### src/rtl/smeu_pkg.sv
// Shared types, opcode and status codes for the stack machine execute unit.
// No dependencies; smeu_dp, smeu_ctrl and the core refer to it by scoped names.
package smeu_pkg;

	localparam int STACK_WORDS_DEF  = 256;
	localparam int MEMORY_BYTES_DEF = 65536;

	// Operation codes
	localparam logic [5:0] K_NOP  = 6'd0;
	localparam logic [5:0] K_HALT = 6'd1;
	localparam logic [5:0] K_PUSH = 6'd2;
	localparam logic [5:0] K_POP  = 6'd3;
	localparam logic [5:0] K_UADD = 6'd4;
	localparam logic [5:0] K_USUB = 6'd5;
	localparam logic [5:0] K_UMUL = 6'd6;
	localparam logic [5:0] K_UDIV = 6'd7;
	localparam logic [5:0] K_UREM = 6'd8;
	localparam logic [5:0] K_SADD = 6'd9;
	localparam logic [5:0] K_SSUB = 6'd10;
	localparam logic [5:0] K_SMUL = 6'd11;
	localparam logic [5:0] K_SDIV = 6'd12;
	localparam logic [5:0] K_SREM = 6'd13;
	localparam logic [5:0] K_SHL  = 6'd14;
	localparam logic [5:0] K_SHR  = 6'd15;
	localparam logic [5:0] K_AND  = 6'd16;
	localparam logic [5:0] K_OR   = 6'd17;
	localparam logic [5:0] K_XOR  = 6'd18;
	localparam logic [5:0] K_NOR  = 6'd19;
	localparam logic [5:0] K_BEQ  = 6'd20;
	localparam logic [5:0] K_BNE  = 6'd21;
	localparam logic [5:0] K_BLTZ = 6'd22;
	localparam logic [5:0] K_BLEZ = 6'd23;
	localparam logic [5:0] K_BGTZ = 6'd24;
	localparam logic [5:0] K_BGEZ = 6'd25;
	localparam logic [5:0] K_CALL = 6'd26;
	localparam logic [5:0] K_JUMP = 6'd27;
	localparam logic [5:0] K_ST8  = 6'd28;
	localparam logic [5:0] K_ST1  = 6'd31;
	localparam logic [5:0] K_LD8  = 6'd32;
	localparam logic [5:0] K_LD1  = 6'd35;

	// Status codes
	localparam logic [2:0] ST_OK    = 3'd0;
	localparam logic [2:0] ST_UNDER = 3'd1;
	localparam logic [2:0] ST_OVER  = 3'd2;
	localparam logic [2:0] ST_DIV0  = 3'd3;
	localparam logic [2:0] ST_ADDR  = 3'd4;
	localparam logic [2:0] ST_INV   = 3'd5;

	// PC step selects
	localparam logic [1:0] PC_HOLD = 2'd0;
	localparam logic [1:0] PC_ONE  = 2'd1;
	localparam logic [1:0] PC_NINE = 2'd2;

	typedef struct packed {
		logic [5:0]  kind;
		logic [63:0] immediate;
	} item_t;

	typedef struct packed {
		logic [2:0]  status;
		logic [31:0] next_pc;
		logic        halted;
		logic [63:0] stack_top;
		logic [8:0]  stack_count;
	} result_t;

	typedef struct packed {
		logic       cap_in;
		logic [1:0] pc_step;
		logic       pc_ld_tos;
		logic       halt_set;
		logic       rd_req;
		logic       rd_second;
		logic       opa_cap;
		logic       pop1;
		logic       pop2;
		logic       push;
		logic       call_wr;
		logic       tos_zero;
		logic       tos_cap;
		logic       mul_start;
		logic       div_start;
		logic       clr_wr;
		logic       st_wr;
		logic       ld_rd;
		logic       ld_cap;
		logic       bcnt_clr;
		logic       bcnt_inc;
		logic       out_ld;
		logic [2:0] status;
		logic [5:0] op;
	} cmd_t;

	typedef struct packed {
		logic halted;
		logic empty;
		logic lt2;
		logic full;
		logic addr_ok;
		logic b_zero;
		logic br_taken;
		logic mul_done;
		logic div_done;
		logic bcnt_last;
		logic clr_done;
	} sts_t;

	// index of the last byte of an access, from the low opcode bits
	function automatic logic [2:0] size_last(input logic [1:0] code);
		logic [2:0] r;
		case (code)
			2'd0: r = 3'd7;
			2'd1: r = 3'd3;
			2'd2: r = 3'd1;
			default: r = 3'd0;
		endcase
		return r;
	endfunction

endpackage

### src/rtl/smeu_ctrl.sv
// Controller state machine: sequences each instruction through the datapath
// and owns both handshakes. Uses smeu_pkg command and status structs.
module smeu_ctrl (
	input  logic           clk,
	input  logic           arst_n,
	input  logic           item_valid,
	output logic           item_stall,
	input  logic [5:0]     kind,
	output logic           result_valid,
	input  logic           result_stall,
	input  smeu_pkg::sts_t sts,
	output smeu_pkg::cmd_t cmd
);
	localparam logic [3:0] S_CLR  = 4'd0;
	localparam logic [3:0] S_IDLE = 4'd1;
	localparam logic [3:0] S_DEC  = 4'd2;
	localparam logic [3:0] S_OPA  = 4'd3;
	localparam logic [3:0] S_EXEC = 4'd4;
	localparam logic [3:0] S_MUL  = 4'd5;
	localparam logic [3:0] S_DIV  = 4'd6;
	localparam logic [3:0] S_STW  = 4'd7;
	localparam logic [3:0] S_LDR  = 4'd8;
	localparam logic [3:0] S_LDC  = 4'd9;
	localparam logic [3:0] S_PUSH = 4'd10;
	localparam logic [3:0] S_RF1  = 4'd11;
	localparam logic [3:0] S_RF2  = 4'd12;
	localparam logic [3:0] S_OUT  = 4'd13;

	logic [3:0] state_q;
	logic [3:0] state_d;
	logic [5:0] kind_q;
	logic [2:0] st_q;
	logic [2:0] st_d;
	logic       res_v_q;

	assign item_stall   = (state_q != S_IDLE);
	assign result_valid = res_v_q;

	always_comb begin
		cmd        = '0;
		cmd.op     = kind_q;
		cmd.status = st_q;
		state_d    = state_q;
		st_d       = st_q;
		unique case (state_q)
			S_CLR: begin
				cmd.clr_wr = 1'b1;
				if (sts.clr_done)
					state_d = S_IDLE;
			end
			S_IDLE: begin
				if (item_valid) begin
					cmd.cap_in = 1'b1;
					st_d       = smeu_pkg::ST_OK;
					state_d    = S_DEC;
				end
			end
			S_DEC: begin
				state_d = S_OUT;
				if (!sts.halted) begin
					cmd.pc_step = smeu_pkg::PC_ONE;
					unique case (kind_q) inside
						smeu_pkg::K_NOP: state_d = S_OUT;
						smeu_pkg::K_HALT: cmd.halt_set = 1'b1;
						smeu_pkg::K_PUSH: begin
							if (sts.full)
								st_d = smeu_pkg::ST_OVER;
							else begin
								cmd.pc_step = smeu_pkg::PC_NINE;
								cmd.push    = 1'b1;
							end
						end
						smeu_pkg::K_POP: begin
							if (sts.empty)
								st_d = smeu_pkg::ST_UNDER;
							else begin
								cmd.pop1 = 1'b1;
								state_d  = S_RF1;
							end
						end
						smeu_pkg::K_CALL, smeu_pkg::K_JUMP,
						[smeu_pkg::K_LD8:smeu_pkg::K_LD1]: begin
							if (sts.empty)
								st_d = smeu_pkg::ST_UNDER;
							else
								state_d = S_EXEC;
						end
						[smeu_pkg::K_UADD:smeu_pkg::K_BGEZ],
						[smeu_pkg::K_ST8:smeu_pkg::K_ST1]: begin
							if (sts.lt2)
								st_d = smeu_pkg::ST_UNDER;
							else begin
								cmd.rd_req    = 1'b1;
								cmd.rd_second = 1'b1;
								state_d       = S_OPA;
							end
						end
						default: st_d = smeu_pkg::ST_INV;
					endcase
				end
			end
			S_OPA: begin
				cmd.opa_cap = 1'b1;
				state_d     = S_EXEC;
			end
			S_EXEC: begin
				unique case (kind_q) inside
					smeu_pkg::K_CALL: begin
						cmd.call_wr = 1'b1;
						state_d     = S_OUT;
					end
					smeu_pkg::K_JUMP: begin
						cmd.pc_ld_tos = 1'b1;
						cmd.pop1      = 1'b1;
						state_d       = S_RF1;
					end
					[smeu_pkg::K_LD8:smeu_pkg::K_LD1]: begin
						cmd.pop1 = 1'b1;
						if (!sts.addr_ok) begin
							st_d    = smeu_pkg::ST_ADDR;
							state_d = S_RF1;
						end else begin
							cmd.bcnt_clr = 1'b1;
							state_d      = S_LDR;
						end
					end
					smeu_pkg::K_UMUL, smeu_pkg::K_SMUL: begin
						cmd.pop2      = 1'b1;
						cmd.mul_start = 1'b1;
						state_d       = S_MUL;
					end
					smeu_pkg::K_UDIV, smeu_pkg::K_UREM,
					smeu_pkg::K_SDIV, smeu_pkg::K_SREM: begin
						cmd.pop2 = 1'b1;
						if (sts.b_zero) begin
							st_d    = smeu_pkg::ST_DIV0;
							state_d = S_RF1;
						end else begin
							cmd.div_start = 1'b1;
							state_d       = S_DIV;
						end
					end
					[smeu_pkg::K_BEQ:smeu_pkg::K_BGEZ]: begin
						cmd.pop2      = 1'b1;
						cmd.pc_ld_tos = sts.br_taken;
						state_d       = S_RF1;
					end
					[smeu_pkg::K_ST8:smeu_pkg::K_ST1]: begin
						cmd.pop2 = 1'b1;
						if (!sts.addr_ok) begin
							st_d    = smeu_pkg::ST_ADDR;
							state_d = S_RF1;
						end else begin
							cmd.bcnt_clr = 1'b1;
							state_d      = S_STW;
						end
					end
					default: begin
						cmd.pop2 = 1'b1;
						state_d  = S_PUSH;
					end
				endcase
			end
			S_MUL: begin
				if (sts.mul_done)
					state_d = S_PUSH;
			end
			S_DIV: begin
				if (sts.div_done)
					state_d = S_PUSH;
			end
			S_STW: begin
				cmd.st_wr = 1'b1;
				if (sts.bcnt_last)
					state_d = S_RF1;
				else
					cmd.bcnt_inc = 1'b1;
			end
			S_LDR: begin
				cmd.ld_rd = 1'b1;
				state_d   = S_LDC;
			end
			S_LDC: begin
				cmd.ld_cap = 1'b1;
				if (sts.bcnt_last)
					state_d = S_PUSH;
				else begin
					cmd.bcnt_inc = 1'b1;
					state_d      = S_LDR;
				end
			end
			S_PUSH: begin
				cmd.push = 1'b1;
				state_d  = S_OUT;
			end
			S_RF1: begin
				if (sts.empty) begin
					cmd.tos_zero = 1'b1;
					state_d      = S_OUT;
				end else begin
					cmd.rd_req = 1'b1;
					state_d    = S_RF2;
				end
			end
			S_RF2: begin
				cmd.tos_cap = 1'b1;
				state_d     = S_OUT;
			end
			S_OUT: begin
				if (!(res_v_q && result_stall)) begin
					cmd.out_ld = 1'b1;
					state_d    = S_IDLE;
				end
			end
			default: state_d = S_IDLE;
		endcase
	end

	always_ff @(posedge clk or negedge arst_n) begin
		if (!arst_n) begin
			state_q <= S_CLR;
			st_q    <= smeu_pkg::ST_OK;
			res_v_q <= 1'b0;
		end else begin
			state_q <= state_d;
			st_q    <= st_d;
			if (cmd.out_ld)
				res_v_q <= 1'b1;
			else if (!result_stall)
				res_v_q <= 1'b0;
		end
	end

	always_ff @(posedge clk) begin
		if (cmd.cap_in)
			kind_q <= kind;
	end

	a_out_free: assert property (@(posedge clk) disable iff (!arst_n)
		cmd.out_ld |-> !(res_v_q && result_stall))
		else $error("result register overwritten while held");
	a_take_dec: assert property (@(posedge clk) disable iff (!arst_n)
		(item_valid && !item_stall) |=> (state_q == S_DEC))
		else $error("accepted item not decoded");
	a_mul_wait: assert property (@(posedge clk) disable iff (!arst_n)
		cmd.mul_start |=> (state_q == S_MUL))
		else $error("multiply started without wait state");
endmodule

### config.mk
export PLATFORM = sky130hd
export DESIGN_NAME = smeu_ctrl
export DESIGN_NICKNAME = d
export VERILOG_FILES = /design/src/rtl/smeu_pkg.sv /design/src/rtl/smeu_ctrl.sv
export SDC_FILE = /design/constraint.sdc
export NUM_CORES = 1
export LEC_CHECK = 0
export ABC_CLOCK_PERIOD_IN_PS = 3050
export BUFFER_PORTS_ARGS = -buffer_cell sky130_fd_sc_hd__buf_2
export CAP_MARGIN = 20
export CELL_PAD_IN_SITES_DETAIL_PLACEMENT = 1
export CELL_PAD_IN_SITES_GLOBAL_PLACEMENT = 1
export CORE_UTILIZATION = 35
export CTS_CLUSTER_SIZE = 10
export DETAILED_ROUTE_END_ITERATION = 7
export PLACE_DENSITY = 0.84
export SETUP_SLACK_MARGIN = 0.02
export SYNTH_ARGS = -nofsm -noshare
export SYNTH_HDL_FRONTEND = slang
export SYNTH_SLANG_ARGS = --single-unit
### constraint.sdc
create_clock -name clk -period 3.05 [get_ports clk]
set_clock_uncertainty 0.1 [all_clocks]
set_input_delay 0.305 -clock clk [delete_from_list [all_inputs] [get_ports clk]]
set_output_delay 0.305 -clock clk [all_outputs]
set_load 0.005 [all_outputs]
# After elaboration in Yosys (flattened, before gate mapping)
# Cells that the tools add are included.
# op_classes
order_cmp	7
eq_ne	40
n_mux	77
reduce_logical	21
# ops
cell	n
4-bit case mux with 13 select lines	1
4-bit two-way mux	11
1-bit two-way mux	38
3-bit two-way mux	9
4-bit == test, second input constant	6
6-bit by 4-bit == test with 1-bit output, second input constant	4
4-bit case mux with 6 select lines	1
2-bit two-way mux	9
4-bit by 3-bit == test with 1-bit output, second input constant	4
2-bit != test, second input constant	8
2-bit OR reduction	8
3-bit != test, second input constant	5
6-bit by 2-bit == test with 1-bit output, second input constant	2
6-bit by 3-bit == test with 1-bit output, second input constant	2
6-bit by 5-bit == test with 1-bit output, second input constant	2
6-bit by 5-bit greater-or-equal comparator with 1-bit output, second input constant	2
6-bit by 5-bit less-or-equal comparator with 1-bit output, second input constant	2
3-bit case mux with 4 select lines	1
4-bit case mux with 3 select lines	1
10-bit AND reduction	1
3-bit case mux with 3 select lines	1
4-bit by 2-bit == test with 1-bit output, second input constant	2
1-bit case mux with 2 select lines	4
4-bit OR reduction	2
15 further kinds	19
# word_totals
ff_bits	14
inputBits	21
output_inout_bits	34
elab_cells	149

# Logic depth before layout (Yosys ltp)
# Gate-level depths: netlist of run 1.
# logic_depth
depth_word	6
mapped_depth	7

# Worst setup path after synthesis of run 1
# Ideal clock, no wire load.
# synth_timing
path_kind	register to register
start	reg state_q[3]
end	reg st_q[0]
setup_ns	0.125
arrival_ns	2.129
setup_slack_ns	0.696
path_stages_with_launch	8
n_path_buf	2
period_less_slack_ns	2.354
cell_sequence	dfrtp_1 -> buf_6 -> or4b_1 -> buf_2 -> a211oi_2 -> o22ai_1 -> or4b_4 -> mux2_4
# synth_via
elab_chain_cells	3
elab_cells_between_ends	15
cone_classes	12 x eq/ne; 1 x mux; 2 x reduce/logical
# synth_rtl
element	line_no	source
from (decl)	smeu_ctrl.sv:29	logic [3:0] state_q;
from (signal assigned)	smeu_ctrl.sv:225	state_q <= state_d;
4-bit by 2-bit == test with 1-bit output (tied with other cells)	smeu_ctrl.sv:45	unique case (state_q)
3-bit != test (no line) (tied with other cells)	n/a	
10-bit AND reduction (no line)	n/a	
to (signal assigned)	smeu_ctrl.sv:222	st_q <= smeu_pkg::ST_OK;
to (signal assigned)	smeu_ctrl.sv:226	st_q <= st_d;
to (decl)	smeu_ctrl.sv:32	logic [2:0] st_q;
# Several ways; a longest one is shown, not always the timed one.
# A chain may end at the register's enable or synchronous reset.

==> out/metrics.cfg, run 1 <==
[outcome]
status=complete, no violations

[cells_and_area]
final_cell_area_mm2=0.001897
stdcell_count=302
final_cell_mix=buf_2 (54), nor2_1 (18), nand2_1 (16)
synthToLayoutAreaGrowth_pct=25.91
fin_util=0.4675
final_common_cell=buf_2
final_layout_size_suffix_gt1_frac=0.3214
diodes=0
final_nets=274

[power_and_ir_drop]
clkPwrFrac=0.122
powerDensity_mw_per_mm2=681.2
switching_share=0.4535
ir_drop_mv=0.3015
p_comb_frac=0.619
p_switching_mw=0.5859
pwr-share-seq=0.259
p_int_mw=0.7062
p_leak_nw=0.8863

[die]
ios=55
dieArea_mm2=0.004570
die_x_um=67.61
start_util=0.3713
std_cell_rows=23
core_area_mm2=0.004058
die-height_um=67.61

[flow_run]
drv_cap=0

[synthesis]
synthFlopType=dfrtp_1
yosys.area.top_type=dfrtp_1
synth.distinct_cells=50
ys_seq_area_frac=0.2525
yosys.area.top_type_share=0.1329
synth_edf_count=6
synth_area_leaders=dfrtp_1 (13%), edfxtp_1 (12%), a21oi_1 (4.7%), nor2_1 (4.5%), nor3_1 (4.0%)
synth_seq_cells=14
synth_nets=220
syn_area_mm2=0.001506
syn_inst=199
ys_warn_count=0
ys_async_sr_fraction=0.5714
avgSynthCellArea_um2=7.570

[global_routing]
antenna_found_initial=0
grt.total_usage=0.2360
grt_start_max_net_pins=18
grt-ovfl-total=0
grt_pass1_wl_mm=8.142
grt_pass1_vias=1671

[setup_path]
setup.worst_path.start_class=register
path_class=reg -> out
cp_max_fo=11
arrival_ps=2480
r2r_setup_slack_ps=500
cp.required_ps=2640
worstSetupEndpointType=output pin

[clock_tree]
clk_latency_ps=250
cts_root_buf=clkbuf_8
hold_buffers=1
cts_max_level=1
post_cts_resized=0
cts_tree=done
cts_sinks=14
numCtsBuffers=3
clkTransAtPathRegs_ps=60
clock_path_buffers=2
postCtsSetupBuffers=0

[sta]
max_freq_mhz=346.6
max_slew_margin=0.6822
finalHoldViolCount=0
fin_crit_sh=0.9459
finalMaxSlewViolations=0
setup-tns-final_ps=0
setup_ws_ps=164.9
tightest_slew_ps=472.4
rsz0062_at_grt=no
fin_crit_ps=2885
setup_viol=0

[drt]
avgViaCountPerCell=5.834
wirelength_mm=5.133
final_antenna_net_count=0
drt_pre_antenna_iters=4
vias=1762
drt_iter0_drc=101
drc=0
route.detailed.wl_per_inst_um=17.00

[placed_design]
dp_worst_setup_slack_ps=540.9
place_congestion=0.9016
dp.cells=297
hpwlAfterDp_mm=3.992
io_buffer_count=54
place_area_mm2=0.001842

[worst_hold_path]
min_path_type=in -> reg

critical path, cell delays in order, from the launching register on:
cell	delay, ps
dfrtp_1	530
or4b_1	620
or2_2	390
nor4_1	380
or2_2	200
buf_2	110
metrics by stage:
stage / hold WS [ps] / total power, mW
floorplan: -90.59 / 0.8683
global placement: 58.25 / 1.108
detailed placement: 61.04 / 1.124
CTS: 124.5 / 1.289
global route: 117.7 / 1.393
finish: 126.4 / 1.292
power groups by stage:
stage / Clock, mW / Combinational, mW / Sequential (mW)
after floorplan: 0 / 0.558 / 0.310
after global placement: 0 / 0.777 / 0.331
after detailed placement: 0 / 0.789 / 0.335
after CTS: 0.163 / 0.794 / 0.332
after global routing: 0.169 / 0.878 / 0.345
final: 0.157 / 0.800 / 0.335
logic make-up (layout without fill, tap and decap cells):
kind of cell / after synthesis / count (layout) / share of synthesized area
multiplexers: 6 / 6 / 0.04983
flip-flops: 14 / 14 / 0.2525
buffers and inverters: 21 / 74 / 0.06063
AO/OA/AOI/OAI: 56 / 56 / 0.2500
AND/OR/NAND/NOR: 102 / 102 / 0.3871
cell type report:
type	instances	area (um2)
multi-input cells	164	1035
well taps	50	62.56
inverters	5	18.77
clock buffers	4	45.04
repair buffers	65	355.3
fillers	519	2161
flip-flops and latches	14	380.4
sequential cells by signal (all words and copies together), names as in the netlist:
signal	flops
kind_q	6
state_q	4
st_q	3
result_valid	1
routing by layer:
layer | global-route usage | routed length [um] | up-vias
met4 | 0.05585 | 86 | 0
li1 | - | - | 857
met3 | 0.03716 | 243 | 12
met1 | 0.3360 | 2404 | 833
met2 | 0.3663 | 2399 | 60
met5 | 0 | 0 | -
cells in the mapped netlist (all sizes together), types with 4 or more instances:
library cell,count
nor2,18
nand2,16
a21oi,14
nor3,12
o21ai,12
clkbuf,11
dfrtp,8
nand2b,7
edfxtp,6
nor2b,6
or2,6
a211oi,5
buf,5
inv,5
nand3,5
nand3b,5
and3,4
and4b,4
path summary, 6_finish.rpt:
path | cells past startpoint | from | to
min | 1 | kind[3] | kind_q[3]$_DFFE_PP_
max reg2reg | 5 | state_q[1]$_DFFE_PN0P_ | st_q[2]$_DFFE_PN0P_
max | 5 | state_q[1]$_DFFE_PN0P_ | cmd[26]
min in group asynchronous | 2 | arst_n | state_q[1]$_DFFE_PN0P_
max in group asynchronous | 2 | arst_n | state_q[0]$_DFFE_PN0P_
min reg2reg | 1 | st_q[1]$_DFFE_PN0P_ | st_q[1]$_DFFE_PN0P_
No activity file was read; power rests on OpenSTA's default activity.
==> run 2: changes to the inputs <==
Settings changed: CORE_MARGIN from default to 8.
==> out/metrics.cfg, run 2 (same netlist as run 1, synthesis figures left out) <==
[placed_design]
place_area_mm2=0.001852  ; was 0.001842 mm2
hpwlAfterDp_mm=4.483  ; was 3.992 mm
dp_worst_setup_slack_ps=440.3  ; was 540.9 ps
place_congestion=0.8696  ; was 0.9016
dp.cells=300  ; was 297
io_buffer_count=54  ; unchanged

[power_and_ir_drop]
p_leak_nw=0.8970  ; was 0.8863 nW
finalPower_mw=1.334  ; was 1.292 mW
powerDensity_mw_per_mm2=696.1  ; was 681.2 mW/mm2
ir_drop_mv=0.3017  ; was 0.3015 mV

[global_routing]
grt_pass1_vias=1835  ; was 1671
grt_start_max_net_pins=22  ; was 18
met3_usage=0.04595  ; was 0.03716
grt.total_usage=0.1720  ; was 0.2360
use_met2=0.2944  ; was 0.3663
grt_pass1_wl_mm=9.246  ; was 8.142 mm
antenna_found_initial=0  ; unchanged
top_usage_layer=met2  ; unchanged
grt_use_met1=0.2080  ; was 0.3360
grt-ovfl-total=0  ; unchanged

[setup_path]
arrival_ps=2320  ; was 2480 ps
endpoint=cmd[26]  ; unchanged
r2r_setup_slack_ps=430  ; was 500 ps
crit_start=state_q[0]$_DFFE_PN0P_  ; was state_q[1]$_DFFE_PN0P_
worstSetupEndpointType=output pin  ; unchanged
setup.worst_path.start_class=register  ; unchanged
timing.rr.start=kind_q[3]$_DFFE_PP_  ; was state_q[1]$_DFFE_PN0P_
cp_max_fo=7  ; was 11
rr_worst_depth=5  ; unchanged
timing.rr.end=st_q[1]$_DFFE_PN0P_  ; was st_q[2]$_DFFE_PN0P_
cp.required_ps=2640  ; about the same
path_class=reg -> out  ; unchanged

[clock_tree]
clkTransAtPathRegs_ps=60  ; about the same
clock_path_buffers=2  ; unchanged
cts_root_buf=clkbuf_8  ; unchanged
cts_sinks=14  ; unchanged
cts_max_level=1  ; unchanged
post_cts_resized=0  ; unchanged
numCtsBuffers=3  ; unchanged
cts_tree=done  ; unchanged
clk_latency_ps=250  ; about the same

[cells_and_area]
final_cell_mix=buf_2 (54), nor2_1 (18), nand2_1 (16)  ; unchanged
fin_util=0.4495  ; was 0.4675
layout_top_registers=kind_q x6, state_q x4, st_q x3  ; unchanged
final_cell_area_mm2=0.001917  ; was 0.001897 mm2
largest_reg_flops=6  ; unchanged
largest_register=kind_q  ; unchanged
stdcell_count=305  ; was 302
final_layout_size_suffix_gt1_frac=0.3281  ; was 0.3214
final_nets=275  ; was 274
synthToLayoutAreaGrowth_pct=27.24  ; was 25.91%
final_common_cell=buf_2  ; unchanged
diodes=0  ; unchanged

[sta]
setup-tns-final_ps=0  ; unchanged
max_freq_mhz=367.0  ; was 346.6 MHz
fin_crit_ps=2724  ; was 2885 ps
fin_crit_sh=0.8933  ; was 0.9459
finalMaxSlewViolations=0  ; unchanged
timing.hold.ws_ps=130.8  ; was 126.4 ps
finalHoldViolCount=0  ; unchanged
rsz0062_at_grt=no  ; unchanged
tightest_slew_ps=578.1  ; was 472.4 ps
setup_viol=0  ; unchanged
max_slew_margin=0.6146  ; was 0.6822
setup_ws_ps=325.5  ; was 164.9 ps

[drt]
vias=1786  ; was 1762
drc=0  ; unchanged
avgViaCountPerCell=5.856  ; was 5.834
drt_iter0_drc=97  ; was 101
wirelength_mm=5.620  ; was 5.133 mm
drt_pre_antenna_iters=4  ; unchanged
final_antenna_net_count=0  ; unchanged
route.detailed.wl_per_inst_um=18.43  ; was 17.00 um

[die]
start_util=0.3533  ; was 0.3713
die-height_um=81.61  ; was 67.61 um
core_area_mm2=0.004264  ; was 0.004058 mm2
std_cell_rows=24  ; was 23
die_x_um=81.61  ; was 67.61 um
dieArea_mm2=0.006659  ; was 0.004570 mm2
ios=55  ; unchanged

[outcome]
status=complete, no violations  ; unchanged

[flow_run]
drv_cap=0  ; unchanged

[worst_hold_path]
min_path_type=in -> reg  ; unchanged
hold_depth=1  ; unchanged

-- run 2: cell count changes in the layout (fill, tap and decap cells not counted) --
cell and delta:
clkbuf_1 -1, buf_4 +1, clkbuf_8 +1
-- run 2: area by class of cell --
class | instances | area, um2
flip-flops and latches | 14 | 380.4
clock buffers | 4 | 55.05
well taps | 52 | 65.06
fillers | 554 | 2347
repair buffers | 66 | 362.8
multi-input cells | 164 | 1035
inverters | 5 | 18.77
-- run 2: where the power goes --
| group | internal (mW) | leakage (nW) | switching (mW) |
|---|---|---|---|
| Sequential | 0.260 | 0.160 | 0.0580 |
| Combinational | 0.359 | 0.708 | 0.477 |
| Clock | 0.114 | 0.0288 | 0.0663 |
| Total | 0.733 | 0.897 | 0.601 |
-- run 2: worst max-delay path: stages, from the launching register on --
cell	delay, ps
dfrtp_1	370
or4b_1	670
or2_2	380
nor4_1	360
or2_2	190
buf_2	100
-- run 2: how the worst min path moves through the flow --
stage          startpoint                  endpoint  slack, ps
5_1_grt           kind[1]       kind_q[1]$_DFFE_PP_        120
4_1_cts           kind[1]       kind_q[1]$_DFFE_PP_        130
3_5_place_dp       arst_n       st_q[2]$_DFFE_PN0P_         50
6_report          kind[0]       kind_q[0]$_DFFE_PP_        130
2_1_floorplan      arst_n  result_valid$_DFFE_PN0P_        -90
3_3_place_gp       arst_n       st_q[0]$_DFFE_PN0P_         50
-- run 2: metal layers --
layer | routed length (um) | vias up
met4 | 81 | 0
met5 | 0 | -
li1 | - | 853
met2 | 2757 | 65
met1 | 2393 | 856
met3 | 387 | 12
-- run 2: repair_timing --
| item | in CTS | in global routing |
|---|---|---|
| setup buffers | 0 | 0 |
| endpoints found under the hold margin | 8 | 0 |
| hold buffers | 1 | 0 |
